## config.mk

```make
export PLATFORM = sky130hd
export DESIGN_NAME = angle_unwrap_odometer_flat
export DESIGN_NICKNAME = d
export VERILOG_FILES = /design/src/auo_pkg.sv /design/src/auo_if.sv /design/src/auo_unwrap.sv /design/src/auo_scale.sv /design/src/auo_digits.sv /design/src/angle_unwrap_odometer.sv /design/src/flat_wrapper.sv
export SDC_FILE = /design/constraint.sdc
export NUM_CORES = 2
export LEC_CHECK = 0
export CAP_MARGIN = 10
export CORE_UTILIZATION = 60
export CTS_BUF_LIST = sky130_fd_sc_hd__clkbuf_4 sky130_fd_sc_hd__clkbuf_8
export DETAILED_ROUTE_END_ITERATION = 10
export DONT_BUFFER_PORTS = 1
export PLACE_DENSITY = 0.76
export SKIP_LAST_GASP = 1
export SLEW_MARGIN = 30
export SYNTH_ARGS = -nofsm -noshare
export SYNTH_HDL_FRONTEND = slang
export SYNTH_SLANG_ARGS = --single-unit
export TNS_END_PERCENT = 10
```

## constraint.sdc

```tcl
create_clock -name clock -period 26.7 [get_ports clock]
set_input_delay 2.67 -clock clock [delete_from_list [all_inputs] [get_ports clock]]
set_output_delay 2.67 -clock clock [all_outputs]
set_load 0.1 [all_outputs]
```

## src/auo_pkg.sv

```systemverilog
// Shared constants and types for the multi-turn angle unwrap odometer.
package auo_pkg;

   localparam int ANGLE_W   = 12;
   localparam int THRESH_W  = 12;
   localparam int OFFSET_W  = 15;
   localparam int ACC_W     = 32;
   localparam int POS_W     = 16;
   localparam int DIGIT_W   = 8;
   localparam int FRAME_W   = 16;
   localparam int CSR_IDX_W = 2;
   localparam int CSR_DAT_W = 16;

   // Register indexes on the configuration channel.
   localparam logic [CSR_IDX_W-1:0] CSR_JUMP_THRESHOLD  = 2'd0;
   localparam logic [CSR_IDX_W-1:0] CSR_POSITION_OFFSET = 2'd1;

   localparam logic [THRESH_W-1:0] THRESH_RESET = 12'd3000;
   localparam logic [OFFSET_W-1:0] OFFSET_RESET = 15'd20000;

   localparam logic signed [13:0] TURN_COUNTS = 14'sd4096;

   // Scaling: position = acc * 1000 / 25129. Magnitudes above MAG_CLAMP
   // saturate the position anyway, so the multiply only needs 19 bits in.
   localparam int MAG_W   = 19;
   localparam int PROD_W  = 29;
   localparam int QUOT_W  = 15;
   localparam logic [MAG_W-1:0] MAG_CLAMP = 19'd524287;
   localparam logic [9:0] SCALE_MUL = 10'd1000;
   localparam int SCALE_SHIFT = 44;
   localparam int RECIP_W = 30;
   localparam logic [RECIP_W-1:0] SCALE_RECIP =
      RECIP_W'(((64'd1 << SCALE_SHIFT) + 64'd25128) / 64'd25129);
   localparam logic [QUOT_W-1:0] POS_LIMIT = 15'd20000;
   localparam logic [FRAME_W-1:0] FRAME_MAX = 16'd51199;

   // Digit split: framed / 200 = (framed >> 3) / 25, done by reciprocal.
   localparam int DIGIT_SHIFT = 18;
   localparam logic [13:0] DIGIT_RECIP = 14'd10486;
   localparam logic [DIGIT_W-1:0] DIGIT_BASE = 8'd200;

   typedef struct packed {
      logic signed [POS_W-1:0] pos;
      logic [FRAME_W-1:0]      framed;
   } scaled_type;

endpackage

```

## src/auo_if.sv

```systemverilog
// Handshake channel interfaces: sample input, result output and register writes.
interface auo_req_if;
   logic                          valid;
   logic                          ready;
   logic [auo_pkg::ANGLE_W-1:0]   angle_sample;
   modport source (output valid, output angle_sample, input ready);
   modport sink (input valid, input angle_sample, output ready);
endinterface

interface auo_rsp_if;
   logic                               valid;
   logic                               ready;
   logic signed [auo_pkg::POS_W-1:0]   position;
   logic [auo_pkg::DIGIT_W-1:0]        frame_low_digit;
   logic [auo_pkg::DIGIT_W-1:0]        frame_high_digit;
   modport source (output valid, output position, output frame_low_digit,
                   output frame_high_digit, input ready);
   modport sink (input valid, input position, input frame_low_digit,
                 input frame_high_digit, output ready);
endinterface

interface auo_csr_if;
   logic                            valid;
   logic                            ready;
   logic [auo_pkg::CSR_IDX_W-1:0]   index;
   logic [auo_pkg::CSR_DAT_W-1:0]   data;
   modport source (output valid, output index, output data, input ready);
   modport sink (input valid, input index, input data, output ready);
endinterface

```

## src/auo_unwrap.sv

```systemverilog
// Unwrap stage: sample difference, wrap correction and saturating turn accumulator.
module auo_unwrap (
   input  logic                                clock,
   input  logic                                reset,
   input  logic [auo_pkg::THRESH_W-1:0]        thresh,
   input  logic                                in_valid,
   output logic                                in_ready,
   input  logic [auo_pkg::ANGLE_W-1:0]         in_sample,
   output logic                                out_valid,
   input  logic                                out_ready,
   output logic signed [auo_pkg::ACC_W-1:0]    out_acc
);
   logic                                primed_ff;
   logic [auo_pkg::ANGLE_W-1:0]         prev_ff;
   logic signed [auo_pkg::ACC_W-1:0]    acc_ff, acc_in;
   logic                                valid_ff;
   logic signed [auo_pkg::ACC_W-1:0]    res_ff;
   logic signed [12:0]                  diff;
   logic [12:0]                         diff_abs;
   logic signed [13:0]                  delta;
   logic signed [32:0]                  sum;
   logic                                accept;

   assign in_ready  = !valid_ff || out_ready;
   assign accept    = in_valid && in_ready;
   assign out_valid = valid_ff;
   assign out_acc   = res_ff;

   always_comb begin
      diff     = $signed({1'b0, in_sample}) - $signed({1'b0, prev_ff});
      diff_abs = diff[12] ? 13'(-diff) : 13'(diff);
      if (diff == 13'sd0) begin
         delta = 14'sd0;
      end else if (diff_abs[11:0] < thresh) begin
         delta = {diff[12], diff};
      end else if (!diff[12]) begin
         delta = {diff[12], diff} - auo_pkg::TURN_COUNTS;
      end else begin
         delta = {diff[12], diff} + auo_pkg::TURN_COUNTS;
      end
      sum = {acc_ff[31], acc_ff} + {{19{delta[13]}}, delta};
      if (!primed_ff) begin
         acc_in = '0;
      end else if (sum[32] != sum[31]) begin
         // Overflow: clamp toward the sign of the true sum.
         acc_in = sum[32] ? {1'b1, {(auo_pkg::ACC_W-1){1'b0}}}
                          : {1'b0, {(auo_pkg::ACC_W-1){1'b1}}};
      end else begin
         acc_in = sum[31:0];
      end
   end

   always_ff @(posedge clock) begin
      if (reset) begin
         primed_ff <= 1'b0;
         prev_ff   <= '0;
         acc_ff    <= '0;
         valid_ff  <= 1'b0;
      end else begin
         if (accept) begin
            primed_ff <= 1'b1;
            prev_ff   <= in_sample;
            acc_ff    <= acc_in;
         end
         if (in_ready) begin
            valid_ff <= in_valid;
         end
      end
   end

   always_ff @(posedge clock) begin
      if (accept) begin
         res_ff <= acc_in;
      end
   end
endmodule

```

## src/auo_scale.sv

```systemverilog
// Scaling pipeline: accumulator to saturated position and clamped offset position.
module auo_scale (
   input  logic                                clock,
   input  logic                                reset,
   input  logic [auo_pkg::OFFSET_W-1:0]        offset,
   input  logic                                in_valid,
   output logic                                in_ready,
   input  logic signed [auo_pkg::ACC_W-1:0]    in_acc,
   output logic                                out_valid,
   input  logic                                out_ready,
   output auo_pkg::scaled_type                 out_data
);
   logic v2_ff, v3_ff, v4_ff;
   logic r2, r3, r4;

   logic                                neg2_ff, neg3_ff;
   logic [auo_pkg::PROD_W-1:0]          prod2_ff;
   logic [auo_pkg::QUOT_W-1:0]          quot3_ff;
   auo_pkg::scaled_type                 data4_ff;

   logic [32:0]                         acc_abs;
   logic [auo_pkg::MAG_W-1:0]           mag;
   logic [auo_pkg::PROD_W-1:0]          prod_in;
   logic [auo_pkg::PROD_W+auo_pkg::RECIP_W-1:0] recip_prod;
   logic [auo_pkg::QUOT_W-1:0]          quot_sat;
   logic signed [auo_pkg::POS_W-1:0]    pos;
   logic signed [16:0]                  framed_s;
   auo_pkg::scaled_type                 data_in;

   assign r4        = !v4_ff || out_ready;
   assign r3        = !v3_ff || r4;
   assign r2        = !v2_ff || r3;
   assign in_ready  = r2;
   assign out_valid = v4_ff;
   assign out_data  = data4_ff;

   always_comb begin
      acc_abs = in_acc[31] ? 33'(-{in_acc[31], in_acc}) : {1'b0, in_acc};
      mag = (acc_abs > 33'(auo_pkg::MAG_CLAMP)) ? auo_pkg::MAG_CLAMP
                                                : acc_abs[auo_pkg::MAG_W-1:0];
      prod_in = auo_pkg::PROD_W'(mag * auo_pkg::SCALE_MUL);
   end

   assign recip_prod = prod2_ff * auo_pkg::SCALE_RECIP;

   always_comb begin
      quot_sat = (quot3_ff > auo_pkg::POS_LIMIT) ? auo_pkg::POS_LIMIT : quot3_ff;
      pos = neg3_ff ? -$signed({1'b0, quot_sat}) : $signed({1'b0, quot_sat});
      framed_s = {pos[15], pos} + $signed({2'b00, offset});
      data_in.pos = pos;
      if (framed_s[16]) begin
         data_in.framed = '0;
      end else if (framed_s[15:0] > auo_pkg::FRAME_MAX) begin
         data_in.framed = auo_pkg::FRAME_MAX;
      end else begin
         data_in.framed = framed_s[15:0];
      end
   end

   always_ff @(posedge clock) begin
      if (reset) begin
         v2_ff <= 1'b0;
         v3_ff <= 1'b0;
         v4_ff <= 1'b0;
      end else begin
         if (r2) v2_ff <= in_valid;
         if (r3) v3_ff <= v2_ff;
         if (r4) v4_ff <= v3_ff;
      end
   end

   always_ff @(posedge clock) begin
      if (r2 && in_valid) begin
         neg2_ff  <= in_acc[31];
         prod2_ff <= prod_in;
      end
      if (r3 && v2_ff) begin
         neg3_ff  <= neg2_ff;
         quot3_ff <= recip_prod[auo_pkg::SCALE_SHIFT +: auo_pkg::QUOT_W];
      end
      if (r4 && v3_ff) begin
         data4_ff <= data_in;
      end
   end
endmodule

```

## src/auo_digits.sv

```systemverilog
// Digit split of the offset position into base-200 digits, with the result register.
module auo_digits (
   input  logic                    clock,
   input  logic                    reset,
   input  logic                    in_valid,
   output logic                    in_ready,
   input  auo_pkg::scaled_type     in_data,
   auo_rsp_if.source               rsp
);
   logic                           v5_ff, v6_ff;
   logic                           r5, r6;
   auo_pkg::scaled_type            data5_ff;
   logic [auo_pkg::DIGIT_W-1:0]    high5_ff;
   logic [25:0]                    recip_prod;
   logic [auo_pkg::FRAME_W-1:0]    high_times_base;
   logic [auo_pkg::FRAME_W-1:0]    low_full;
   logic signed [auo_pkg::POS_W-1:0] pos6_ff;
   logic [auo_pkg::DIGIT_W-1:0]    low6_ff, high6_ff;

   assign r6       = !v6_ff || rsp.ready;
   assign r5       = !v5_ff || r6;
   assign in_ready = r5;

   assign recip_prod = 26'(in_data.framed[auo_pkg::FRAME_W-1:3] * auo_pkg::DIGIT_RECIP);
   assign high_times_base = 16'(high5_ff * auo_pkg::DIGIT_BASE);
   assign low_full = data5_ff.framed - high_times_base;

   always_ff @(posedge clock) begin
      if (reset) begin
         v5_ff <= 1'b0;
         v6_ff <= 1'b0;
      end else begin
         if (r5) v5_ff <= in_valid;
         if (r6) v6_ff <= v5_ff;
      end
   end

   always_ff @(posedge clock) begin
      if (r5 && in_valid) begin
         data5_ff <= in_data;
         high5_ff <= recip_prod[auo_pkg::DIGIT_SHIFT +: auo_pkg::DIGIT_W];
      end
      if (r6 && v5_ff) begin
         pos6_ff  <= data5_ff.pos;
         low6_ff  <= low_full[auo_pkg::DIGIT_W-1:0];
         high6_ff <= high5_ff;
      end
   end

   assign rsp.valid            = v6_ff;
   assign rsp.position         = pos6_ff;
   assign rsp.frame_low_digit  = low6_ff;
   assign rsp.frame_high_digit = high6_ff;
endmodule

```

## src/angle_unwrap_odometer.sv

```systemverilog
// Top level of the multi-turn angle unwrap odometer.
// Takes one 12-bit absolute angle sample per beat and returns one result beat per sample:
// the unwrapped, scaled and saturated position and its offset form split into base-200
// digits. One sample is accepted every clock cycle unless a stalled result has filled the
// pipeline; each result passes through the six stages (unwrap and accumulate, two scaling
// multiplies, saturate and offset, digit reciprocal, remainder). The turn accumulator is
// updated in the first stage as the sample is accepted, so back-to-back samples chain
// without waiting. A stalled result only holds up the pipeline once every stage is full.
// Register writes are always accepted and should be issued while the block is idle.
module angle_unwrap_odometer (
   input  logic       clock,
   input  logic       reset,
   auo_req_if.sink    req_ch,
   auo_rsp_if.source  rsp_ch,
   auo_csr_if.sink    csr_ch
);
   logic [auo_pkg::THRESH_W-1:0]       thresh_ff;
   logic [auo_pkg::OFFSET_W-1:0]       offset_ff;
   logic                               unw_valid, unw_ready;
   logic signed [auo_pkg::ACC_W-1:0]   unw_acc;
   logic                               scl_valid, scl_ready;
   auo_pkg::scaled_type                scl_data;

   assign csr_ch.ready = 1'b1;

   always_ff @(posedge clock) begin
      if (reset) begin
         thresh_ff <= auo_pkg::THRESH_RESET;
         offset_ff <= auo_pkg::OFFSET_RESET;
      end else if (csr_ch.valid) begin
         unique case (csr_ch.index)
            auo_pkg::CSR_JUMP_THRESHOLD: begin
               thresh_ff <= csr_ch.data[auo_pkg::THRESH_W-1:0];
            end
            auo_pkg::CSR_POSITION_OFFSET: begin
               offset_ff <= csr_ch.data[auo_pkg::OFFSET_W-1:0];
            end
            default: begin
            end
         endcase
      end
   end

   auo_unwrap u_unwrap (
      .clock     (clock),
      .reset     (reset),
      .thresh    (thresh_ff),
      .in_valid  (req_ch.valid),
      .in_ready  (req_ch.ready),
      .in_sample (req_ch.angle_sample),
      .out_valid (unw_valid),
      .out_ready (unw_ready),
      .out_acc   (unw_acc)
   );

   auo_scale u_scale (
      .clock     (clock),
      .reset     (reset),
      .offset    (offset_ff),
      .in_valid  (unw_valid),
      .in_ready  (unw_ready),
      .in_acc    (unw_acc),
      .out_valid (scl_valid),
      .out_ready (scl_ready),
      .out_data  (scl_data)
   );

   auo_digits u_digits (
      .clock    (clock),
      .reset    (reset),
      .in_valid (scl_valid),
      .in_ready (scl_ready),
      .in_data  (scl_data),
      .rsp      (rsp_ch)
   );
endmodule

```

## src/flat_wrapper.sv

```systemverilog
// flat-port wrapper written by rule: the top's interface ports become plain ports
module angle_unwrap_odometer_flat 
  (clock, reset, req_ch_valid, req_ch_angle_sample, req_ch_ready, rsp_ch_valid, rsp_ch_position, rsp_ch_frame_low_digit, rsp_ch_frame_high_digit, rsp_ch_ready, csr_ch_valid, csr_ch_index, csr_ch_data, csr_ch_ready);
  auo_req_if req_ch_i ();
  auo_rsp_if rsp_ch_i ();
  auo_csr_if csr_ch_i ();
  input  logic clock;
  input  logic reset;
  input wire logic [$bits(req_ch_i.valid)-1:0] req_ch_valid;
  input wire logic [$bits(req_ch_i.angle_sample)-1:0] req_ch_angle_sample;
  output wire logic [$bits(req_ch_i.ready)-1:0] req_ch_ready;
  output wire logic [$bits(rsp_ch_i.valid)-1:0] rsp_ch_valid;
  output wire logic [$bits(rsp_ch_i.position)-1:0] rsp_ch_position;
  output wire logic [$bits(rsp_ch_i.frame_low_digit)-1:0] rsp_ch_frame_low_digit;
  output wire logic [$bits(rsp_ch_i.frame_high_digit)-1:0] rsp_ch_frame_high_digit;
  input wire logic [$bits(rsp_ch_i.ready)-1:0] rsp_ch_ready;
  input wire logic [$bits(csr_ch_i.valid)-1:0] csr_ch_valid;
  input wire logic [$bits(csr_ch_i.index)-1:0] csr_ch_index;
  input wire logic [$bits(csr_ch_i.data)-1:0] csr_ch_data;
  output wire logic [$bits(csr_ch_i.ready)-1:0] csr_ch_ready;
  assign req_ch_i.valid = req_ch_valid;
  assign req_ch_i.angle_sample = req_ch_angle_sample;
  assign req_ch_ready = req_ch_i.ready;
  assign rsp_ch_valid = rsp_ch_i.valid;
  assign rsp_ch_position = rsp_ch_i.position;
  assign rsp_ch_frame_low_digit = rsp_ch_i.frame_low_digit;
  assign rsp_ch_frame_high_digit = rsp_ch_i.frame_high_digit;
  assign rsp_ch_i.ready = rsp_ch_ready;
  assign csr_ch_i.valid = csr_ch_valid;
  assign csr_ch_i.index = csr_ch_index;
  assign csr_ch_i.data = csr_ch_data;
  assign csr_ch_ready = csr_ch_i.ready;
  angle_unwrap_odometer u_core (.clock(clock), .reset(reset), .req_ch(req_ch_i), .rsp_ch(rsp_ch_i), .csr_ch(csr_ch_i));
endmodule
```

==> flow_summary.yaml <==
setup_path:
  crit_type: "input port to flip-flop"
  reg2reg_from: "u_core.u_unwrap.prev_ff[0]"
  reg2regPathDepth: 33
  endpoint_kind: "flip-flop"
  worstPathMaxFanout: 20
  crit_cells: 34
  critPathBufInv: 4
  cp.required_ns: 27.15
  endpoint: "u_core.u_unwrap.acc_ff[1]"
  crit_slowest_cell: "a2111oi_0"
  critPathTopFamily: "compound AO/OA/AOI/OAI gates"
  worstSetupStartpoint: "req_ch_angle_sample[0]"
  worst_path_most_repeated_cell: "o21a_1"
  regToRegEndpoint: "u_core.u_unwrap.acc_ff[1]"
  arrival_ns: 10.76
  r2r_slack_ns: 18.18
  slowest_delay_ns: 0.68
  start_kind: "input port"
floorplanning:
  fp.dieW_um: 231.2
  fp.coreArea_sq_um: 51610
  rows: 83
  fp.dieH_um: 231.2
  pin_count: 70
  die-area_sq_um: 53430
  start_util_pct: 61.05
cells_and_area:
  area_growth_pct: 5.476
  num-nets-final: 4107
  drive_gt1_share_pct: 4.085
  antenna_cells: 0
hold_path:
  hold_class: "flip-flop to flip-flop"
synthesis:
  synth-warning-count: 0
  syn-num-nets: 4098
  yosys.area_share.xor_xnor_pct: 4.448
  synthTopCellsByArea: "fa_1, ha_1, edfxtp_1"
  yosysUniqueCellTypes: 85
  synth_top_flop_cell: "edfxtp_1"
  synth_edf_count: 171
  yosysSeqAreaShare_pct: 21.25
  synth_fa_ha_area_share_pct: 46.25
  synthSimpleGateAreaFrac_pct: 8.693
  async_flop_share_pct: 0
  synth_top_area_share_pct: 25.41
  ys_ff_latch: 249
  syn_area_sq_um: 31510
  synthMuxAreaShare_pct: 0.3256
  synth_compound_area_share_pct: 10.18
  synth_top_family_by_area: "adder cells"
  yosysTopAreaCell: "fa_1"
  syn-instance-count: 3140
  syn_area_per_cell_sq_um: 10.03
clock_tree:
  cts_max_path_buffers: 3
  cts.sinks: 249
  cts_tree: "built"
  cts.clk_slew.worst_paths_ns: 0.06
  cts-resized-gates: 0
  clkLatencyLatePin_ns: 0.59
  cts_root_buf: "clkbuf_8"
  cts_max_level: 2
  cts_setup_buffers: 0
  cts_made_buffers: 41
  ctsHoldBuffers: 0
grt:
  grt_pass1_wl_mm: 115.2
  antenna_found_initial: 0
  first_global_vias: 23240
  globalRouteOverflowTotal: 0
  grt_usage_pct: 27.10
  grt_max_degree: 66
placement:
  dpl.hpwl_mm: 57.61
  port_buffers: 0
  gp_congestion: 0.9697
  dp_slack_ns: 15.80
timing:
  grt_setup_unrepaired: "false"
  fin_crit_sh_pct: 38.60
  slew_violations: 0
  skew_ns: 0.02425
  tightest_slew_ns: 1.021
  fmax_ghz: 0.09702
  setup_viol: 0
  hold_viol: 0
  fin_ws_ns: 16.39
  timing.final.crit_period_ns: 10.31
  fin_setup_tns_ns: 0
  max-slew-margin-rel_pct: 31.47
routing:
  vias: 21696
  viasPerCell: 5.618
  initialDrtViolationCount: 1242
  final_antenna_net_count: 0
  post_drt_wl_per_cell_um: 17.79
  wirelength_mm: 68.71
  drc: 0
  first_pass_iters: 7
power_and_ir_drop:
  vdd.ir_drop.worst_v: 0.0001439
  power_density_nw_per_um2: 112.8
  p_leak_nw: 16.12
run_status:
  status: "finished clean"
flow_run:
  drv_cap: 0
kinds of logic (layout without fill, tap and decap cells):
kind of cell | after synthesis | count (layout)
and+or+nand+nor | 569 | 569
DFF | 249 | 249
xor gates and xnor gates | 160 | 160
AOI/OAI and AO/OA | 490 | 490
buffers and inverters | 736 | 778
other | 1 | 1
adders and majority gates | 925 | 925
muxes | 10 | 10
state kept, by name (all words and copies together), names as in the netlist, 8 cells and up:
name	cells
u_core.u_digits.rsp.frame_low_digit	8
u_core.u_unwrap.prev_ff	12
u_core.u_digits.rsp.frame_high_digit	8
u_core.u_scale.out_data	32
u_core.u_scale.quot3_ff	15
u_core.u_unwrap.out_acc	32
u_core.thresh_ff	12
u_core.u_unwrap.acc_ff	32
u_core.u_digits.data5_ff	24
u_core.u_digits.rsp.position	16
u_core.u_digits.high5_ff	8
u_core.u_scale.prod2_ff	26
u_core.offset_ff	15
cell usage in the layout, fill, tap and decap left out, drive strengths merged, types with 12 or more instances in the layout:
master | netlist | routed
a21oi | 172 | 172
o21a | 30 | 30
xor2 | 59 | 59
nand2b | 34 | 34
nor2 | 146 | 146
nor2b | 26 | 26
a2bb2oi | 20 | 20
o21ai | 76 | 76
fa | 400 | 400
buf | 13 | 16
or3 | 17 | 17
dfxtp | 78 | 78
clkbuf | 37 | 57
inv | 685 | 687
nand2 | 189 | 189
clkinv | 1 | 15
or2 | 20 | 20
edfxtp | 171 | 171
a21o | 50 | 50
xnor2 | 101 | 101
nand3 | 32 | 32
ha | 523 | 523
nor3 | 31 | 31
nand4 | 13 | 13
a211o | 12 | 12
o41ai | 13 | 13
cells in the mapped netlist (9+ instances only):
| cell | number |
|---|---|
| nand3_1 | 31 |
| nor2b_1 | 26 |
| a31oi_1 | 11 |
| a21oi_1 | 172 |
| o21a_1 | 30 |
| xnor2_1 | 101 |
| xor2_1 | 59 |
| nand2_1 | 189 |
| o21bai_1 | 11 |
| or3_1 | 17 |
| edfxtp_1 | 171 |
| and2_1 | 9 |
| dfxtp_1 | 78 |
| a2bb2oi_1 | 20 |
| nand4_1 | 13 |
| o41ai_1 | 11 |
| o31ai_1 | 11 |
| inv_1 | 685 |
| or2_2 | 19 |
| clkbuf_1 | 37 |
| and3_1 | 10 |
| nor3_1 | 27 |
| nor2_1 | 146 |
| ha_1 | 523 |
| fa_1 | 400 |
| nand2b_1 | 34 |
| o21ai_0 | 73 |
| a21o_1 | 50 |
| nand3b_1 | 9 |
| a211o_1 | 12 |
worst min path at each step:
stage | start | endpoint | slack, ns | cells after the start
2_1_floorplan | u_core.u_scale.out_data[0] | u_core.u_digits.data5_ff[0] | 0.40 | 0
3_3_place_gp | u_core.u_digits.high5_ff[5] | u_core.u_digits.rsp.frame_high_digit[5] | 0.40 | 0
3_5_place_dp | u_core.u_scale.out_data[22] | u_core.u_digits.data5_ff[22] | 0.40 | 0
4_1_cts | u_core.u_digits.data5_ff[30] | u_core.u_digits.rsp.position[14] | 0.41 | 0
5_1_grt | u_core.u_digits.high5_ff[6] | u_core.u_digits.rsp.frame_high_digit[6] | 0.42 | 0
6_report | u_core.u_digits.high5_ff[5] | u_core.u_digits.rsp.frame_high_digit[5] | 0.41 | 0
through the flow:
step                      std cells  power, mW  area, sq um  util [%]  hold WS [ns]
final                          3862      3.748        33230     64.39        0.4135
after detailed placement       3784      3.353        32320     62.62        0.4045
after global placement         3782      3.257        32280     62.55        0.4013
after floorplan                3140      2.686        31510         -        0.4003
after CTS                      3860      3.747        33180     64.28        0.4078
after global routing           3862      4.175        33230     64.39        0.4233
final cells by class:
type / count / area, sq um
tap: 680 / 850.8
clock inverter: 19 / 151.4
timing repair buffer: 16 / 152.6
clock buffer: 57 / 709.4
inverter: 686 / 2575
fill: 4054 / 18380
multi-input combinational: 2155 / 22100
sequential: 249 / 6696
report_power, final:
part	internal (mW)	switching [mW]	leakage [nW]
sequential	0.517	0.0513	2.20
combinational	1.21	1.61	13.5
clock	0.193	0.161	0.454
layer usage:
layer / vias up / routed length [um] / global-route usage (%)
li1: 10351 / - / -
met1: 10686 / 29420 / 35.12
met2: 519 / 33090 / 45.82
met3: 140 / 4004 / 5.069
met4: 0 / 2193 / 8.589
met5: - / 0 / 0
No activity file was read; power rests on OpenSTA's default activity.
